**src/hw/rtl/lsrt_pkg.sv**
```systemverilog
// Package: shared types, codes and helpers for the lap, speed and RPM telemetry block.
`default_nettype none

package lsrt_pkg;

    typedef enum logic [2:0] {
        REQ_TICK      = 3'd0,
        REQ_LAP       = 3'd1,
        REQ_WHEEL     = 3'd2,
        REQ_WHEEL_TO  = 3'd3,
        REQ_INJECT    = 3'd4,
        REQ_INJECT_TO = 3'd5
    } t_req;

    localparam logic [1:0] CFG_SPEED_CONST = 2'd0;
    localparam logic [1:0] CFG_RPM_CONST   = 2'd1;
    localparam logic [1:0] CFG_MIN_PERIOD  = 2'd2;

    localparam logic [19:0] SPEED_CONST_RST = 20'd455580;
    localparam logic [23:0] RPM_CONST_RST   = 24'd7500000;
    localparam logic [15:0] MIN_PERIOD_RST  = 16'd800;
    localparam logic [4:0]  LOCKOUT_TICKS   = 5'd30;
    localparam logic [3:0]  TENTHS_PER_SEC  = 4'd10;
    localparam logic [10:0] WHEEL_MM_TEN    = 11'd1548;
    localparam logic [15:0] WHEEL_DIV       = 16'd20;
    localparam logic [15:0] KMH_DEN         = 16'd1000;
    localparam logic [15:0] DIV_THREE       = 16'd3;
    localparam logic [15:0] DIV_TEN         = 16'd10;
    localparam logic [15:0] SMOOTH_MOVING   = 16'd15;
    localparam logic [15:0] SMOOTH_IDLE     = 16'd10;
    localparam logic [12:0] SMOOTH_MIN_WHL  = 13'd10;

    typedef enum logic [2:0] {
        ST_IDLE,
        ST_APPLY,
        ST_RPM,
        ST_AVG,
        ST_SNAP,
        ST_DIV,
        ST_OUT
    } t_state;

    typedef enum logic [3:0] {
        OP_SPEED,
        OP_MEAN3,
        OP_RPM,
        OP_RPM10,
        OP_AVG20,
        OP_AVGSEC,
        OP_AVG1000,
        OP_SNAP3,
        OP_SNAP10
    } t_op;

    typedef struct packed {
        logic [2:0]  req_type;
        logic [15:0] capture;
        logic        reset_held;
    } t_in_item;

    typedef struct packed {
        logic [15:0] run_seconds;
        logic [15:0] lap_time_1;
        logic [15:0] lap_time_2;
        logic [15:0] lap_time_3;
        logic [7:0]  lap_number;
        logic [7:0]  lap_number_prev;
        logic [7:0]  lap_number_older;
        logic [12:0] speed_whole;
        logic [3:0]  speed_tenths;
        logic [15:0] engine_rpm;
        logic [15:0] average_speed;
    } t_out_item;

    function automatic logic [15:0] sat16(input logic [47:0] v);
        logic [15:0] r;
        r = (v[47:16] != 32'd0) ? 16'hFFFF : v[15:0];
        return r;
    endfunction

endpackage

`default_nettype wire

```
**src/hw/rtl/lap_speed_rpm_telemetry.sv**
```systemverilog
// Top level: lap, speed, engine RPM and average speed telemetry with a bit-serial divider.
//
// Usage: each input item is one event (tick, lap press, wheel pulse, wheel
// timeout, injection pulse, injection timeout) and yields exactly one
// snapshot item on the output channel. Both channels use valid/stall; an
// item moves when valid is high and stall is low. The configuration
// channel (valid/ready, always ready) writes the speed constant, the RPM
// constant and the minimum wheel period; write it only while idle.
// One item is worked at a time. A shared restoring divider retires one
// quotient bit per cycle, and an item runs a chain of up to nine divisions
// (speed, smoothing mean, RPM, RPM tens, three average-speed steps and the
// snapshot mean and tens split).
// The snapshot waits in an output register, so input is taken again as
// soon as the snapshot is loaded there; a stalled receiver holds it and a
// second snapshot waits in the final state until the register frees.
// Reset (synchronous, active low) restores the register defaults, clears
// all counters and history and sets the reset-button lockout to 3 s.
`default_nettype none

module lap_speed_rpm_telemetry (
    input  wire                     i_clk,
    input  wire                     i_rst_n,
    input  wire                     i_in_valid,
    output logic                    o_in_stall,
    input  lsrt_pkg::t_in_item      i_in_item,
    output logic                    o_out_valid,
    input  wire                     i_out_stall,
    output lsrt_pkg::t_out_item     o_out_item,
    input  wire                     i_cfg_valid,
    output logic                    o_cfg_ready,
    input  wire  [1:0]              i_cfg_index,
    input  wire  [23:0]             i_cfg_data
);

    lsrt_pkg::t_state r_state, n_state;
    lsrt_pkg::t_op    r_op;
    lsrt_pkg::t_in_item r_item;

    logic [19:0] r_speed_const;
    logic [23:0] r_rpm_const;
    logic [15:0] r_min_period;

    logic [15:0] r_seconds, r_lap_mark;
    logic [15:0] r_lap_times [3];
    logic [7:0]  r_lap_counts [3];
    logic [3:0]  r_tenth;
    logic [4:0]  r_lockout;
    logic        r_running, r_wheel_on, r_inject_on, r_rpm_valid;
    logic [15:0] r_wheel_period, r_inject_period, r_rpm, r_avg;
    logic [15:0] r_hist [3];
    logic [31:0] r_distance;
    logic [12:0] r_last_whole;
    logic [12:0] r_snap_whole;
    logic [3:0]  r_snap_tenths;

    // divider
    logic [47:0] r_quo;
    logic [15:0] r_rem;
    logic [15:0] r_div;
    logic [5:0]  r_cnt;

    logic        r_out_valid;
    lsrt_pkg::t_out_item r_out_item;

    logic [16:0] w_trial;
    logic        w_ge;
    logic        w_div_done;
    logic        w_accept;
    logic        w_out_free;
    logic [15:0] w_wp_next;
    logic        w_speed_go;
    logic [15:0] w_speed_v;
    logic [15:0] w_diff;
    logic        w_smooth;
    logic        w_rpm_go;
    logic        w_avg_go;
    logic [17:0] w_mean_sum;
    logic [17:0] w_snap_sum;
    logic [42:0] w_dist_prod;
    logic [44:0] w_avg_mul;
    logic [15:0] w_rpm_sat;
    logic [15:0] w_rpm_tens;

    assign w_trial    = {r_rem, r_quo[47]};
    assign w_ge       = (w_trial >= {1'b0, r_div});
    assign w_div_done = (r_state == lsrt_pkg::ST_DIV) && (r_cnt == 6'd0);
    assign w_accept   = i_in_valid && !o_in_stall;
    assign w_out_free = !r_out_valid || !i_out_stall;

    assign w_wp_next  = r_wheel_on ? r_item.capture : r_wheel_period;
    assign w_speed_go = (r_item.req_type == lsrt_pkg::REQ_WHEEL) && (w_wp_next > r_min_period);

    assign w_speed_v  = lsrt_pkg::sat16({28'd0, r_quo[19:0]});
    assign w_diff     = (w_speed_v >= r_hist[1]) ? w_speed_v - r_hist[1] : r_hist[1] - w_speed_v;
    assign w_smooth   = ((w_diff > lsrt_pkg::SMOOTH_MOVING) &&
                         (r_last_whole > lsrt_pkg::SMOOTH_MIN_WHL) && (r_rpm != 16'd0)) ||
                        ((r_rpm == 16'd0) && (w_diff > lsrt_pkg::SMOOTH_IDLE));
    assign w_mean_sum = {2'd0, r_hist[0]} + {2'd0, r_hist[1]} + {2'd0, w_speed_v};
    assign w_snap_sum = {2'd0, r_hist[0]} + {2'd0, r_hist[1]} + {2'd0, r_hist[2]};

    assign w_rpm_go   = r_rpm_valid && (r_inject_period != 16'd0);
    assign w_avg_go   = (r_distance != 32'd0) && (r_seconds != 16'd0);
    assign w_dist_prod = {11'd0, r_distance} * {32'd0, lsrt_pkg::WHEEL_MM_TEN};
    // times 36 as two shifted adds
    assign w_avg_mul  = {1'b0, r_quo[38:0], 5'd0} + {4'd0, r_quo[38:0], 2'd0};
    assign w_rpm_sat  = lsrt_pkg::sat16({24'd0, r_quo[23:0]});
    assign w_rpm_tens = {r_quo[12:0], 3'd0} + {2'd0, r_quo[12:0], 1'b0};

    // next state
    always_comb begin
        n_state = r_state;
        case (r_state)
            lsrt_pkg::ST_IDLE:  if (w_accept) n_state = lsrt_pkg::ST_APPLY;
            lsrt_pkg::ST_APPLY: n_state = w_speed_go ? lsrt_pkg::ST_DIV : lsrt_pkg::ST_RPM;
            lsrt_pkg::ST_RPM:   n_state = w_rpm_go ? lsrt_pkg::ST_DIV : lsrt_pkg::ST_AVG;
            lsrt_pkg::ST_AVG:   n_state = w_avg_go ? lsrt_pkg::ST_DIV : lsrt_pkg::ST_SNAP;
            lsrt_pkg::ST_SNAP:  n_state = lsrt_pkg::ST_DIV;
            lsrt_pkg::ST_DIV: begin
                if (w_div_done) begin
                    case (r_op)
                        lsrt_pkg::OP_SPEED:   n_state = w_smooth ? lsrt_pkg::ST_DIV
                                                                 : lsrt_pkg::ST_RPM;
                        lsrt_pkg::OP_MEAN3:   n_state = lsrt_pkg::ST_RPM;
                        lsrt_pkg::OP_RPM10:   n_state = lsrt_pkg::ST_AVG;
                        lsrt_pkg::OP_AVG1000: n_state = lsrt_pkg::ST_SNAP;
                        lsrt_pkg::OP_SNAP10:  n_state = lsrt_pkg::ST_OUT;
                        default:              n_state = lsrt_pkg::ST_DIV;
                    endcase
                end
            end
            lsrt_pkg::ST_OUT:   if (w_out_free) n_state = lsrt_pkg::ST_IDLE;
            default:            n_state = lsrt_pkg::ST_IDLE;
        endcase
    end

    // outputs
    always_comb begin
        o_in_stall  = (r_state != lsrt_pkg::ST_IDLE);
        o_cfg_ready = 1'b1;
        o_out_valid = r_out_valid;
        o_out_item  = r_out_item;
    end

    always_ff @(posedge i_clk) begin
        if (!i_rst_n) begin
            r_state <= lsrt_pkg::ST_IDLE;
        end else begin
            r_state <= n_state;
        end
    end

    always_ff @(posedge i_clk) begin
        if (!i_rst_n) begin
            r_out_valid <= 1'b0;
        end else if (r_state == lsrt_pkg::ST_OUT && w_out_free) begin
            r_out_valid <= 1'b1;
        end else if (!i_out_stall) begin
            r_out_valid <= 1'b0;
        end
    end

    always_ff @(posedge i_clk) begin
        if (r_state == lsrt_pkg::ST_OUT && w_out_free) begin
            r_out_item.run_seconds      <= r_seconds;
            r_out_item.lap_time_1       <= r_lap_times[0];
            r_out_item.lap_time_2       <= r_lap_times[1];
            r_out_item.lap_time_3       <= r_lap_times[2];
            r_out_item.lap_number       <= r_lap_counts[0];
            r_out_item.lap_number_prev  <= r_lap_counts[1];
            r_out_item.lap_number_older <= r_lap_counts[2];
            r_out_item.speed_whole      <= r_snap_whole;
            r_out_item.speed_tenths     <= r_snap_tenths;
            r_out_item.engine_rpm       <= r_rpm;
            r_out_item.average_speed    <= r_avg;
        end
        if (w_accept) begin
            r_item <= i_in_item;
        end
    end

    // divider datapath and launches
    always_ff @(posedge i_clk) begin
        if (!i_rst_n) begin
            r_cnt <= 6'd0;
            r_op  <= lsrt_pkg::OP_SPEED;
        end else begin
            if (r_state == lsrt_pkg::ST_DIV && r_cnt != 6'd0) begin
                r_rem <= w_ge ? 16'(w_trial - {1'b0, r_div}) : w_trial[15:0];
                r_quo <= {r_quo[46:0], w_ge};
                r_cnt <= r_cnt - 6'd1;
            end
            case (r_state)
                lsrt_pkg::ST_APPLY: begin
                    if (w_speed_go) begin
                        r_quo <= {r_speed_const, 28'd0};
                        r_rem <= 16'd0;
                        r_div <= w_wp_next;
                        r_cnt <= 6'd20;
                        r_op  <= lsrt_pkg::OP_SPEED;
                    end
                end
                lsrt_pkg::ST_RPM: begin
                    if (w_rpm_go) begin
                        r_quo <= {r_rpm_const, 24'd0};
                        r_rem <= 16'd0;
                        r_div <= r_inject_period;
                        r_cnt <= 6'd24;
                        r_op  <= lsrt_pkg::OP_RPM;
                    end
                end
                lsrt_pkg::ST_AVG: begin
                    if (w_avg_go) begin
                        r_quo <= {w_dist_prod, 5'd0};
                        r_rem <= 16'd0;
                        r_div <= lsrt_pkg::WHEEL_DIV;
                        r_cnt <= 6'd43;
                        r_op  <= lsrt_pkg::OP_AVG20;
                    end
                end
                lsrt_pkg::ST_SNAP: begin
                    r_quo <= {w_snap_sum, 30'd0};
                    r_rem <= 16'd0;
                    r_div <= lsrt_pkg::DIV_THREE;
                    r_cnt <= 6'd18;
                    r_op  <= lsrt_pkg::OP_SNAP3;
                end
                lsrt_pkg::ST_DIV: begin
                    if (w_div_done) begin
                        r_rem <= 16'd0;
                        case (r_op)
                            lsrt_pkg::OP_SPEED: begin
                                r_quo <= {w_mean_sum, 30'd0};
                                r_div <= lsrt_pkg::DIV_THREE;
                                r_cnt <= w_smooth ? 6'd18 : 6'd0;
                                r_op  <= lsrt_pkg::OP_MEAN3;
                            end
                            lsrt_pkg::OP_RPM: begin
                                r_quo <= {w_rpm_sat, 32'd0};
                                r_div <= lsrt_pkg::DIV_TEN;
                                r_cnt <= 6'd16;
                                r_op  <= lsrt_pkg::OP_RPM10;
                            end
                            lsrt_pkg::OP_AVG20: begin
                                r_quo <= {r_quo[38:0], 9'd0};
                                r_div <= r_seconds;
                                r_cnt <= 6'd39;
                                r_op  <= lsrt_pkg::OP_AVGSEC;
                            end
                            lsrt_pkg::OP_AVGSEC: begin
                                r_quo <= {w_avg_mul, 3'd0};
                                r_div <= lsrt_pkg::KMH_DEN;
                                r_cnt <= 6'd45;
                                r_op  <= lsrt_pkg::OP_AVG1000;
                            end
                            lsrt_pkg::OP_SNAP3: begin
                                r_quo <= {r_quo[15:0], 32'd0};
                                r_div <= lsrt_pkg::DIV_TEN;
                                r_cnt <= 6'd16;
                                r_op  <= lsrt_pkg::OP_SNAP10;
                            end
                            default: begin
                                r_cnt <= 6'd0;
                            end
                        endcase
                    end
                end
                default: begin
                end
            endcase
        end
    end

    // configuration and telemetry state
    always_ff @(posedge i_clk) begin
        if (!i_rst_n) begin
            r_speed_const   <= lsrt_pkg::SPEED_CONST_RST;
            r_rpm_const     <= lsrt_pkg::RPM_CONST_RST;
            r_min_period    <= lsrt_pkg::MIN_PERIOD_RST;
            r_seconds       <= 16'd0;
            r_lap_mark      <= 16'd0;
            r_lap_times     <= '{default: 16'd0};
            r_lap_counts    <= '{default: 8'd0};
            r_tenth         <= 4'd0;
            r_lockout       <= lsrt_pkg::LOCKOUT_TICKS;
            r_running       <= 1'b0;
            r_wheel_on      <= 1'b0;
            r_inject_on     <= 1'b0;
            r_rpm_valid     <= 1'b0;
            r_wheel_period  <= 16'd0;
            r_inject_period <= 16'd0;
            r_rpm           <= 16'd0;
            r_avg           <= 16'd0;
            r_hist          <= '{default: 16'd0};
            r_distance      <= 32'd0;
            r_last_whole    <= 13'd0;
            r_snap_whole    <= 13'd0;
            r_snap_tenths   <= 4'd0;
        end else begin
            if (i_cfg_valid && o_cfg_ready) begin
                case (i_cfg_index)
                    lsrt_pkg::CFG_SPEED_CONST: r_speed_const <= i_cfg_data[19:0];
                    lsrt_pkg::CFG_RPM_CONST:   r_rpm_const   <= i_cfg_data;
                    lsrt_pkg::CFG_MIN_PERIOD:  r_min_period  <= i_cfg_data[15:0];
                    default: begin
                    end
                endcase
            end
            case (r_state)
                lsrt_pkg::ST_APPLY: begin
                    case (r_item.req_type)
                        lsrt_pkg::REQ_TICK: begin
                            r_tenth <= (r_tenth + 4'd1 >= lsrt_pkg::TENTHS_PER_SEC)
                                       ? 4'd0 : r_tenth + 4'd1;
                            if (r_lockout != 5'd0) begin
                                r_lockout <= r_lockout - 5'd1;
                            end
                            if (r_lockout == 5'd0 && r_item.reset_held) begin
                                // run reset; running drops so seconds holds at zero
                                r_running       <= 1'b0;
                                r_seconds       <= 16'd0;
                                r_lap_mark      <= 16'd0;
                                r_lap_times     <= '{default: 16'd0};
                                r_lap_counts    <= '{default: 8'd0};
                                r_wheel_period  <= 16'd0;
                                r_hist          <= '{default: 16'd0};
                                r_inject_period <= 16'd0;
                                r_rpm           <= 16'd0;
                                r_distance      <= 32'd0;
                                r_avg           <= 16'd0;
                            end else if (r_tenth + 4'd1 >= lsrt_pkg::TENTHS_PER_SEC &&
                                         r_running) begin
                                r_seconds <= r_seconds + 16'd1;
                            end
                        end
                        lsrt_pkg::REQ_LAP: begin
                            r_lockout <= lsrt_pkg::LOCKOUT_TICKS;
                            if (r_seconds != r_lap_mark) begin
                                r_lap_times[2]  <= r_lap_times[1];
                                r_lap_times[1]  <= r_lap_times[0];
                                r_lap_times[0]  <= r_seconds - r_lap_mark;
                                r_lap_mark      <= r_seconds;
                                r_lap_counts[2] <= r_lap_counts[1];
                                r_lap_counts[1] <= r_lap_counts[0];
                                r_lap_counts[0] <= r_lap_counts[0] + 8'd1;
                            end
                        end
                        lsrt_pkg::REQ_WHEEL: begin
                            r_running      <= 1'b1;
                            r_wheel_on     <= 1'b1;
                            r_wheel_period <= w_wp_next;
                            r_distance     <= r_distance + 32'd1;
                            if (w_speed_go) begin
                                r_hist[0] <= r_hist[1];
                                r_hist[1] <= r_hist[2];
                            end else begin
                                r_hist <= '{default: 16'd0};
                            end
                        end
                        lsrt_pkg::REQ_WHEEL_TO: begin
                            r_wheel_on      <= 1'b0;
                            r_wheel_period  <= 16'd0;
                            r_hist          <= '{default: 16'd0};
                            r_inject_period <= 16'd0;
                        end
                        lsrt_pkg::REQ_INJECT: begin
                            if (r_inject_on) begin
                                r_inject_period <= r_item.capture;
                            end
                            r_inject_on <= 1'b1;
                            r_rpm_valid <= 1'b1;
                        end
                        lsrt_pkg::REQ_INJECT_TO: begin
                            r_inject_on     <= 1'b0;
                            r_rpm_valid     <= 1'b0;
                            r_inject_period <= 16'd0;
                            r_rpm           <= 16'd0;
                        end
                        default: begin
                        end
                    endcase
                end
                lsrt_pkg::ST_RPM: begin
                    if (!w_rpm_go) begin
                        r_rpm <= 16'd0;
                    end
                end
                lsrt_pkg::ST_AVG: begin
                    if (!w_avg_go) begin
                        r_avg <= 16'd0;
                    end
                end
                lsrt_pkg::ST_DIV: begin
                    if (w_div_done) begin
                        case (r_op)
                            lsrt_pkg::OP_SPEED: begin
                                // keep raw speed; the mean replaces it when smoothing
                                r_hist[2] <= w_speed_v;
                            end
                            lsrt_pkg::OP_MEAN3:   r_hist[2] <= r_quo[15:0];
                            lsrt_pkg::OP_RPM10:   r_rpm     <= w_rpm_tens;
                            lsrt_pkg::OP_AVG1000: r_avg     <= lsrt_pkg::sat16({3'd0, r_quo[44:0]});
                            lsrt_pkg::OP_SNAP10: begin
                                r_snap_whole  <= r_quo[12:0];
                                r_snap_tenths <= r_rem[3:0];
                                r_last_whole  <= r_quo[12:0];
                            end
                            default: begin
                            end
                        endcase
                    end
                end
                default: begin
                end
            endcase
        end
    end

endmodule

`default_nettype wire

```
**config.mk**
```make
export PLATFORM = sky130hd
export DESIGN_NAME = lap_speed_rpm_telemetry
export DESIGN_NICKNAME = d
export VERILOG_FILES = /design/src/hw/rtl/lsrt_pkg.sv /design/src/hw/rtl/lap_speed_rpm_telemetry.sv
export SDC_FILE = /design/constraint.sdc
export NUM_CORES = 2
export LEC_CHECK = 0
export ABC_AREA = 1
export BUFFER_PORTS_ARGS = -buffer_cell sky130_fd_sc_hd__buf_4
export CORE_MARGIN = 4
export CORE_UTILIZATION = 64
export CTS_BUF_LIST = sky130_fd_sc_hd__clkbuf_8
export CTS_CLUSTER_SIZE = 25
export DETAILED_ROUTE_END_ITERATION = 6
export GPL_TIMING_DRIVEN = 0
export PLACE_DENSITY_LB_ADDON = 0.2
export SYNTH_ARGS = -nofsm -noshare
export SYNTH_HDL_FRONTEND = slang
export SYNTH_SLANG_ARGS = --single-unit
```
**constraint.sdc**
```tcl
create_clock -name i_clk -period 10.07 [get_ports i_clk]
set_clock_uncertainty 0.15 [all_clocks]
set_input_delay 0.5035 -clock i_clk [delete_from_list [all_inputs] [get_ports i_clk]]
set_output_delay 0.5035 -clock i_clk [all_outputs]
set_load 0.01 [all_outputs]
```
# == Word level (Yosys, flattened, before mapping) ==
# Cells that the tools add are included.
# word_totals
regBits,588
in_bits,51
out_inout_bits,140
elab_cells,271
# classes
add_sub_neg,15
n_mul,1
n_lt_le_gt_ge,7
n_eq_ne,46
n_mux,89
reduce_logical,66
# op_table
operator,n
case mux 48 bit (5 select lines),2
2-to-1 mux 16 bit,29
2-to-1 mux 48 bit,7
case mux 16 bit (3 select lines),4
case mux 16 bit (5 select lines),2
case mux 48 bit (3 select lines),1
case mux 16 bit (2 select lines),4
case mux 48 bit (2 select lines),1
2-to-1 mux 32 bit,2
case mux 16 bit (4 select lines),1
case mux 32 bit (2 select lines),1
subtractor 16 bit,4
2-to-1 mux 24 bit,2
case mux 24 bit (2 select lines),1
nonzero test 16 bit,3
adder 44 x 41 -> 45 bit,1
"multiplier 32 x 9 -> 41 bit, second input constant",1
case mux 4 bit (5 select lines),2
"adder 32 x 1 -> 32 bit, second input constant",1
"> comparator 16 x 4 -> 1 bit, second input constant",2
nonzero test 32 bit,1
2-to-1 mux 6 bit,5
case mux 6 bit (5 select lines),1
nonzero test 29 bit,1
other kinds (61),145

# == Longest topological paths before layout ==
# depth
word_depth,12
ltp_mapped,31
depth_no_buf,31

# == Worst setup path before layout ==
# No wires, ideal clock.
# synth_timing
path_kind,register -> register
startpoint,register r_state[2]
endpoint,"register r_out_item, in the netlist o_out_item[0] (enable)"
arrival_time_ns,6.485
t_required_ns,9.286
path_slack_ns,2.801
path_stages_with_launch,5
n_path_buf,0
synth_period_minus_slack_ns,7.269
path_cell_list,dfxtp_1 -> nand2_1 -> nor2_1 -> inv_1 -> nor2_1
# synth_via
elab_chain_len,2
# synth_lines
item,line,source
"start, declared",lap_speed_rpm_telemetry.sv:35,"lsrt_pkg::t_state r_state, n_state;"
"start signal, assigned",lap_speed_rpm_telemetry.sv:146,r_state <= lsrt_pkg::ST_IDLE;
"start signal, assigned",lap_speed_rpm_telemetry.sv:148,r_state <= n_state;
== test 3 bit,lap_speed_rpm_telemetry.sv:163,if (r_state == lsrt_pkg::ST_OUT && w_out_free) begin
logical AND 1 bit,lap_speed_rpm_telemetry.sv:163,
"end, declared",lap_speed_rpm_telemetry.sv:63,lsrt_pkg::t_out_item r_out_item;
# No other way between the ends.
# A chain may end at the register's enable or synchronous reset.

# == Worst setup path after layout ==
# layout_timing
startpoint,register r_quo[17]
endpoint,register r_cnt[1]
# layout_via
elab_chain_len,12
# layout_lines
item,line,source
"start, declared",lap_speed_rpm_telemetry.sv:57,logic [47:0] r_quo;
"start signal, assigned",lap_speed_rpm_telemetry.sv:189,"r_quo <= {r_quo[46:0], w_ge};"
"start signal, assigned",lap_speed_rpm_telemetry.sv:195,"r_quo <= {r_speed_const, 28'd0};"
"start signal, assigned",lap_speed_rpm_telemetry.sv:204,"r_quo <= {r_rpm_const, 24'd0};"
nonzero test 4 bit (*),lsrt_pkg.sv:77,r = (v[47:16] != 32'd0) ? 16'hFFFF : v[15:0];
2-to-1 mux 16 bit (*),lsrt_pkg.sv:77,
subtractor 16 bit or greater-or-equal comparator 16 bit (tied branches),lap_speed_rpm_telemetry.sv:94,assign w_diff = (w_speed_v >= r_hist[1]) ? w_speed_v - r_hist[1] : r_hist[1] - w_speed_v;
2-to-1 mux 16 bit (*),lap_speed_rpm_telemetry.sv:94,
> comparator 16 x 4 -> 1 bit,lap_speed_rpm_telemetry.sv:95,assign w_smooth = ((w_diff > lsrt_pkg::SMOOTH_MOVING) &&
logical AND 1 bit,lap_speed_rpm_telemetry.sv:95,
logical AND 1 bit,lap_speed_rpm_telemetry.sv:96,(r_last_whole > lsrt_pkg::SMOOTH_MIN_WHL) && (r_rpm != 16'd0)) ||
logical OR 1 bit (*),lap_speed_rpm_telemetry.sv:96,
2-to-1 mux 5 bit (*),lap_speed_rpm_telemetry.sv:234,r_cnt <= w_smooth ? 6'd18 : 6'd0;
case mux 6 bit (4 select lines) (*),lap_speed_rpm_telemetry.sv:230,case (r_op)
2-to-1 mux 6 bit (*),lap_speed_rpm_telemetry.sv:228,if (w_div_done) begin
case mux 6 bit (5 select lines) (*),lap_speed_rpm_telemetry.sv:192,case (r_state)
"end signal, assigned",lap_speed_rpm_telemetry.sv:190,r_cnt <= r_cnt - 6'd1;
"end signal, assigned",lap_speed_rpm_telemetry.sv:234,
"end, declared",lap_speed_rpm_telemetry.sv:60,logic [5:0] r_cnt;
# Every way passes the cells marked *; elsewhere a longest branch is shown, timed or not.

==> reports/metrics.csv <==
stage,metric,value,unit
sta,relative max-transition margin,0.0686,
clocking,CTS Hold Bufs,45,
place,DPL Wire Length,106000,µm
yosys,sequential share of the synthesized area,0.369,
setup_path,"Largest delay share family, worst path",simple AND/OR/NAND/NOR gates,
power,static power due to leakage,0.0192,µW
sta,final period utilization,0.534,
setup_path,count of buffering cells on the critical path with inverters included,4,
routing,number of DRC markers after the initial detailed-route iteration,4817,
setup_path,data arrival at the endpoint of the critical path,5.78,ns
setup_path,WP data required,10.47,ns
clocking,latest clock arrival within the worst-skew pair,0.75,ns
place,Place WS,4.96,ns
die,starting utilization of the core area,0.646,
setup_path,kind of critical path,reg -> reg,
clocking,number of clock buffers inserted by TritonCTS,95,
setup_path,critical path depth in cells,25,
setup_path,reg2reg path depth,25,
setup_path,worst setup slack for register-to-register paths,4.69,ns
min_path,Hold WC Path Type,in -> reg,
routing,DR WL/cell,22.3,µm
yosys,"top cells by area, synth","sky130_fd_sc_hd__edfxtp_1 (19%), sky130_fd_sc_hd__dfxtp_1 (18%), sky130_fd_sc_hd__nand2_1 (11%)",
yosys,top cell type by total area after synthesis,sky130_fd_sc_hd__edfxtp_1,
finish,layout cell share with drive strength beyond 1,0.0821,
die,height of the chip,252,µm
global_routing,All-Layer GR Usage,0.421,
sta,Final min period,5.38,ns
routing,number of nets still failing antenna checks after routing,0,
global_routing,GR Overflow Total,0,
global_routing,pin count of the biggest net entering global routing,66,
finish,area added between synthesis and finish,12.9,%
sta,count of final setup violators,0,
die,standard-cell row count,89,
place,last weighted congestion value of the routability-driven placer,1.05,
global_routing,antenna violations before repair,8,
yosys,mean post-synth cell area,7.58,µm²
setup_path,endpoint of the worst register-to-register path,r_cnt[1],
yosys,ys async rst share,0,
clocking,post-CTS setup buffer count,0,
global_routing,via count of the first global-routing pass,35800,
finish,number of inserted filler cells in the final layout,4577,
yosys,Cells after Synth,5032,
setup_path,Crit path largest cell delay,0.51,ns
routing,"wirelength, routed",139000,µm
run,max_cap viols,0,
yosys,post-synthesis cell area,38200,µm²
place,placed cell areas,40700,µm²
setup_path,Critical Path End,r_cnt[1],
clocking,H-tree depth reported by CTS,3,
setup_path,cell type of the slowest stage on the worst timing path,sky130_fd_sc_hd__edfxtp_1,
finish,Post-Layout Inst Area,43100,µm²
sta,Max Fclk,186,MHz
setup_path,CP endpoint kind,flip-flop,
sta,Final Max Slew Viols,0,
yosys,number of warnings issued by yosys,0,
power,ratio of total power to cell area,151,nW/µm²
sta,post-layout worst setup margin,4.69,ns
die,Die ar.,63600,µm²
finish,"leading cell type in the layout, fill and taps excluded",sky130_fd_sc_hd__nand2_1,
finish,post-layout utilization of the core,0.730,
outcome,status,completed,
setup_path,critical path launch point type,flip-flop,
routing,post-DR vias/cell,6.18,
power,maximum resistive drop on vdd,0.160,mV
routing,total DRC errors in the routed layout,0,
setup_path,maximum fanout along the worst path,10,
routing,count of TritonRoute iterations in the first routing pass,6,
routing,via count,38500,
clocking,TritonCTS clock tree,done,
setup_path,"Top cell by count, worst path",sky130_fd_sc_hd__nand2_1,
yosys,top flip-flop cell by instance count after synthesis,sky130_fd_sc_hd__dfxtp_1,
clocking,Root Buffer Master,sky130_fd_sc_hd__clkbuf_8,
finish,most used cells in the layout excluding fill and tap cells,"sky130_fd_sc_hd__nand2_1 (1070), sky130_fd_sc_hd__inv_1 (646), sky130_fd_sc_hd__a21oi_1 (576)",
die,Core Region,59000,µm²
finish,Final nets,5790,
setup_path,startpoint of the lowest-slack register-to-register path,r_quo[17],
sta,setup repair after global routing missed its margin,false,
yosys,count of state elements after synthesis,586,
global_routing,global-route wire length before repair,207000,µm
yosys,Yosys cell types,75,
die,Top-Level Pins,191,
clocking,Longest Clk Path Bufs,3,
clocking,clock-pin transition on the worst setup and hold timing paths,0.07,ns
yosys,share of the synthesized area in the top cell type,0.186,
place,Buffers on Ports,188,
setup_path,Worst Setup SP,r_quo[17],
yosys,number of synthesized flops with an enable pin,236,
clocking,number of clock sinks,586,
sta,measured slew at the worst slew-check pin,1.40,ns
die,Die X-Extent,252,µm
yosys,total nets after synthesis,5455,
sta,Sum Neg Setup Slack,0,ns
clocking,number of instances resized during post-cts repair,0,
sta,hold violation count in the final report,0,
-- through the flow --
stage          cells  total power, µW  hold slack (ns)
2_1_floorplan   5032             3740            0.253
5_1_grt         6221             6730           0.0250
3_3_place_gp    5993             4250            0.263
4_1_cts         6215             6410          0.00235
3_5_place_dp    5998             4280            0.268
6_report        6222             6510           0.0306
-- power by group --
group / switching, µW / internal [µW]
clock: 1050 / 1120
combinational: 1100 / 492
sequential: 150 / 2600
total: 2300 / 4210
-- worst min path at each step --
stage,from,end,slack [ns],depth (start not counted)
2_1_floorplan,r_avg[0],o_out_item[0],0.25,0
3_3_place_gp,r_snap_whole[3],o_out_item[39],0.26,0
3_5_place_dp,r_snap_tenths[2],o_out_item[34],0.27,0
4_1_cts,i_in_valid,r_state[2],0.002,4
5_1_grt,i_in_valid,r_state[2],0.03,4
6_report,i_in_valid,r_state[2],0.03,4
-- worst min-delay path, delay by kind of cell --
kind	cells	cell delay (ns)
simple gates	1	0.07
compound gates	2	0.17
buf+inv	1	0.11
-- cells in the mapped netlist, drive strengths merged (13+ instances only) --
library cell	instances
ha	313
clkbuf	132
nor4	24
o21ai	390
a22oi	13
dfxtp	350
o21bai	13
buf	39
o22ai	21
o211ai	28
nor3	61
a21oi	578
o2111ai	14
nor2	427
a211oi	40
a31oi	28
o21a	13
nand3b	13
edfxtp	236
or2	38
a221oi	23
xor2	49
nand3	251
xnor2	23
inv	627
nand2	1077
nand4	52
fa	59
a21o	20
-- sequential cells by signal, summed over array words and instances (netlist names), 20 cells and up --
signal and count:
r_lap_times 48, r_item 20, r_quo 48, r_hist 48
o_out_item 136, r_distance 32, r_lap_counts 24, r_speed_const 20
r_rpm_const 24
-- kinds of logic after synthesis --
kind of cell             after synthesis  synth area share
other                                  2          0.000197
buffers and inverters                801            0.0804
flip-flops                           586             0.369
multiplexers                           4           0.00105
AND/OR/NAND/NOR                     1954             0.216
AO/OA/AOI/OAI                       1241             0.182
XOR/XNOR                              72            0.0165
adder cells (fa/ha/maj)              372             0.134
-- layer usage --
layer | track usage | share of wire | up-vias
met4 | 0.250 | 0.073 | 2
met1 | 0.563 | 0.39 | 17600
met5 | 0 | 0.000094 | -
li1 | - | - | 17800
met3 | 0.0928 | 0.12 | 505
met2 | 0.631 | 0.42 | 2559
-- area by class of cell --
type | instances | area (µm²) | area share
buffer | 171 | 698 | 0.0162
multi-input combinational | 3645 | 21000 | 0.488
tap | 773 | 967 | 0.0225
sequential | 586 | 14100 | 0.327
antenna | 7 | 17.5 | 0.000407
timing repair buffer | 238 | 1980 | 0.0459
clock inverter | 65 | 475 | 0.0110
inverter | 630 | 2370 | 0.0550
clock buffer | 107 | 1470 | 0.0342
Note: power is estimated with default switching activity, not from simulation.
